### src/design/spa_pkg.sv
package spa_pkg;

  // round(2^32 / (2*pi)), radians to turns in Q0.32
  localparam logic [29:0] INV_TWO_PI_Q32 = 30'd683565276;
  // 2*pi and pi/2 in Q.30
  localparam logic [32:0] TWO_PI_Q30     = 33'd6746518852;
  localparam logic [30:0] HALF_PI_Q30    = 31'd1686629713;
  // round(a / 24 * 2^32), quartic coefficient
  localparam logic [27:0] QUARTIC_Q32    = 28'd168796000;
  localparam logic [30:0] ONE_Q30        = 31'd1073741824;

  // register stages from an accepted item to its result strobe
  localparam int unsigned PIPE_DEPTH = 8;

  typedef struct packed {
    logic vld;
    logic neg;
  } spa_ctl_t;

endpackage

### src/design/spa_poly.sv
module spa_poly
  import spa_pkg::*;
(
  input  logic        clk,
  input  logic        rst_n,
  input  spa_ctl_t    ctl_in,
  input  logic [30:0] at_in,
  output spa_ctl_t    ctl_out,
  output logic [30:0] y_out
);

  spa_ctl_t    ctl4_r, ctl5_r, ctl6_r, ctl7_r;
  logic [31:0] t2_4_r, t2_5_r, t2_6_r;
  logic [32:0] t4_5_r;
  logic [28:0] q_6_r;
  logic [30:0] y_7_r;

  logic [61:0] sq_nxt;
  logic [63:0] t4_full;
  logic [60:0] q_full;
  logic signed [34:0] y_sum;
  logic [30:0] y_nxt;

  always_comb begin
    sq_nxt  = 62'(at_in) * 62'(at_in);
    t4_full = 64'(t2_4_r) * 64'(t2_4_r);
    q_full  = 61'(t4_5_r) * 61'(QUARTIC_Q32);
    y_sum   = 35'(ONE_Q30) - 35'(t2_6_r >> 1) + 35'(q_6_r);
    // keep the magnitude inside [0, 1]
    if (y_sum < 35'sd0) begin
      y_nxt = '0;
    end else if (y_sum > 35'(ONE_Q30)) begin
      y_nxt = ONE_Q30;
    end else begin
      y_nxt = y_sum[30:0];
    end
  end

  always_ff @(posedge clk) begin
    if (!rst_n) begin
      ctl4_r <= '0;
      ctl5_r <= '0;
      ctl6_r <= '0;
      ctl7_r <= '0;
    end else begin
      ctl4_r <= ctl_in;
      ctl5_r <= ctl4_r;
      ctl6_r <= ctl5_r;
      ctl7_r <= ctl6_r;
    end
  end

  always_ff @(posedge clk) begin
    t2_4_r <= sq_nxt[61:30];
    t2_5_r <= t2_4_r;
    t4_5_r <= t4_full[62:30];
    t2_6_r <= t2_5_r;
    q_6_r  <= q_full[60:32];
    y_7_r  <= y_nxt;
  end

  assign ctl_out = ctl7_r;
  assign y_out   = y_7_r;

endmodule

### config.mk
export PLATFORM = sky130hd
export DESIGN_NAME = spa_poly
export DESIGN_NICKNAME = d
export VERILOG_FILES = /design/src/design/spa_pkg.sv /design/src/design/spa_poly.sv
export SDC_FILE = /design/constraint.sdc
export NUM_CORES = 2
export LEC_CHECK = 0
export ABC_AREA = 1
export BUFFER_PORTS_ARGS = -buffer_cell sky130_fd_sc_hd__clkbuf_2
export CAP_MARGIN = 20
export CORE_MARGIN = 4
export CORE_UTILIZATION = 50
export DETAILED_ROUTE_END_ITERATION = 16
export HOLD_SLACK_MARGIN = 0.15
export PLACE_DENSITY = 0.72
export SYNTH_ARGS = -nofsm -noshare
export SYNTH_HDL_FRONTEND = slang
export SYNTH_SLANG_ARGS = --single-unit
export TNS_END_PERCENT = 50
### constraint.sdc
create_clock -name clk -period 6.8 [get_ports clk]
set_input_delay 0.34 -clock clk [delete_from_list [all_inputs] [get_ports clk]]
set_output_delay 0.34 -clock clk [all_outputs]
set_load 0.02 [all_outputs]
==> metrics.txt <==
status complete, but fails checks; failing checks setup timing; Crit Reg-Reg Startpoint t2_4_r[9]; largest net degree at the start of global routing 30; CP peak stage delay 550 ps; number of port buffers 67; vias per std cell just over 5; WP data required 7180 ps; post-route clock period utilization 1.01; Total GRT Usage 0.261; Critical Path Start t2_4_r[9]; DIE WIDTH 405 um; Worst setup SP type flip-flop; top cell type's share of synthesized area 0.474; relative slew slack 0.304; Root Driver clkbuf_16; worst hold path class reg2reg; delay-heaviest family, CP adder cells; Synth cell types 51; Max Cap Viol 0; CP arrival 7230 ps; Synth area leaders fa_1 (47%), inv_1 (15%), ha_1 (14%), nand2_1 (7.3%), dfxtp_1 (5.0%); P&R area growth vs syn 14.2%; worst-path fanout max 9; CTS tree built; Yosys top cell by area fa_1; first-pass GRT wire length 341 mm; number of synthesized flops with an enable pin 0; # setup viols final 2; leading register cell type out of synthesis dfxtp_1; initial antenna violation count 5; CTS H-tree depth 4; Final Util 0.575; CTS Buffer Depth 2; Reg clk slew, reported paths 70 ps; min-delay src t2_5_r[24]; final net count 12700; number of synthesized register bits ~200; syn avg cell area 8.53 um^2; register area share after synthesis 0.0496; Final Slew Violations 0; Routability Congestion ~0.97; RSZ-0062 raised after global routing yes; routed len/inst 17.3 um; final hold vios 0; Clk Latency, worst-skew pair 500 ps; Worst Clk Skew 16.0 ps; CTS buffer count 17; Post-DRT Antenna Nets 0; Rows 145; HPWL Detailed 183 mm; number of global-route vias before repair around 67000; DRT iter0 DRCs 3880; post-synthesis cell count between 9000 and 10000; DIE HEIGHT ~400 um; Worst-Margin Slew 1040 ps; YS warnings 0; Clock Sink Count approximately 200; CORE AREA 156000 um^2; min Tclk post-route slightly below 7000 ps; via count 60400; Async SR Flop Fraction 0; FMAX 146 MHz; Crit-path slowest cell fa_1; layout cell share with drive strength beyond 1 0.131; Crit. End Element flip-flop; Worst Setup Path Type reg2reg; Design Area, Final between 80000 and 90000 um^2; mapped cell area 78700 um^2; total grt overflow 0; post-placement cell area 87200 um^2; num ports 68; First-pass DRT Iterations 8; Die ar. 164000 um^2; setup ws final -50.5 ps; syn_nets 12000; Buffers & Inverters on Critical Path 9; Routed WL 208 mm; drt drc 0; Initial Utilization 0.503
## layout by cell type, fill, tap and decap left out, types with 9 or more instances in the layout
master     synthesis  routed
nor2_2            11      48
buf_12             0      52
fa_1            1862    1818
xor2_1           116     109
inv_1           3112    3069
dfxtp_2            0      12
fa_2               0      44
o21bai_1          37      36
a31oi_1           54      43
nor4_1            16      11
dfxtp_4            0      13
o21ai_2            2      10
nand4_1           28      28
o211ai_1           9       9
a21oi_1          292     257
o21ai_1            1      18
o21ai_0          146     118
nand2_1         1523    1472
buf_4              1     706
dfxtp_1          195     170
a21o_1            37      37
ha_1             897     865
buf_6              3      25
o21a_1            14      14
nor2_4             1      12
nand3_1           89      86
nor3_1            25      22
a21oi_4            0       9
inv_2              3      46
xnor2_1           73      66
ha_4               0      31
nand2_2           12      57
clkbuf_16          0      20
buf_8              0      12
nor2_1           382     334
a21oi_2           11      37
clkbuf_2           0      60
## sequential cells by signal, summed over array words and instances, names as in the netlist
signal and count:
t4_5_r 33, t2_4_r 32, t2_5_r 31, t2_6_r 31, y_out 31, q_6_r 29
ctl4_r 2, ctl5_r 2, ctl6_r 2, ctl_out 2
## through the flow
step / setup TNS (ps) / std cells / hold slack, ps / setup WS, ps
3_3_place_gp: -7820 / 11900 / 310 / -341
4_1_cts: -10.8 / 12000 / 331 / -9.23
5_1_grt: -2540 / 12000 / 333 / -229
6_report: -92.4 / 12000 / 329 / -50.5
2_1_floorplan: 0 / 9229 / 310 / 29.4
3_5_place_dp: -11990 / 11900 / 312 / -427
## routing by layer
layer | part of all wire | GRT usage | vias up
met4 | 0.034 | 0.0731 | 0
met1 | 0.41 | 0.343 | 30200
met3 | 0.065 | 0.0330 | 456
met5 | 0 | 0 | -
met2 | 0.49 | 0.457 | 1996
li1 | - | - | 27800
## repair_timing
action                                  CTS  global route
gates cloned                              1             3
hold buffers                              5             0
endpoints found under the setup margin   33            52
resized for setup                        75           416
pin swaps                                11           127
setup buffers                             8            17
endpoints found under the hold margin     8             0
## cells by family after synthesis
logic type,Yosys count,synth area share
xor+xnor,190,0.0212
flops,195,0.0496
fa+ha+maj,2759,0.616
simple gates,2116,0.106
compound gates,648,0.0476
buf+inv,3321,0.159
## area by class of cell
class                           count  area, um^2
Antenna cell                        3        7.51
Clock buffer                       17         425
Clock inverter                     15         158
Fill cell                       13500       66500
Inverter                         3115       11700
Multi-Input combinational cell   5713       63700
Sequential cell                   195        3970
Tap cell                         2058        2570
Timing Repair Buffer              871        7300
## cells in the mapped netlist (9+ instances only)
master,n
inv_1,3112
fa_1,1862
nand2_1,1523
ha_1,897
nor2_1,382
a21oi_1,292
dfxtp_1,195
clkbuf_1,170
o21ai_0,146
xor2_1,116
nand3_1,89
xnor2_1,73
a31oi_1,54
a21o_1,37
o21bai_1,37
buf_1,29
nand4_1,28
nor3_1,25
nor4_1,16
o21a_1,14
nand2_2,12
a21oi_2,11
nor2_2,11
o211ai_1,9
## path summary, 6_finish.rpt
kind                            depth (start not counted)  slack [ps]          to
worst max-delay path                                   27         -50   t4_5_r[2]
worst min-delay path                                    0         330  t2_6_r[24]
worst max register to register                         27         -50   t4_5_r[2]
worst min register to register                          0         330  t2_6_r[24]
Power is not shown: default switching activity piles up to over one toggle a cycle in this logic, so the estimate is an artifact.
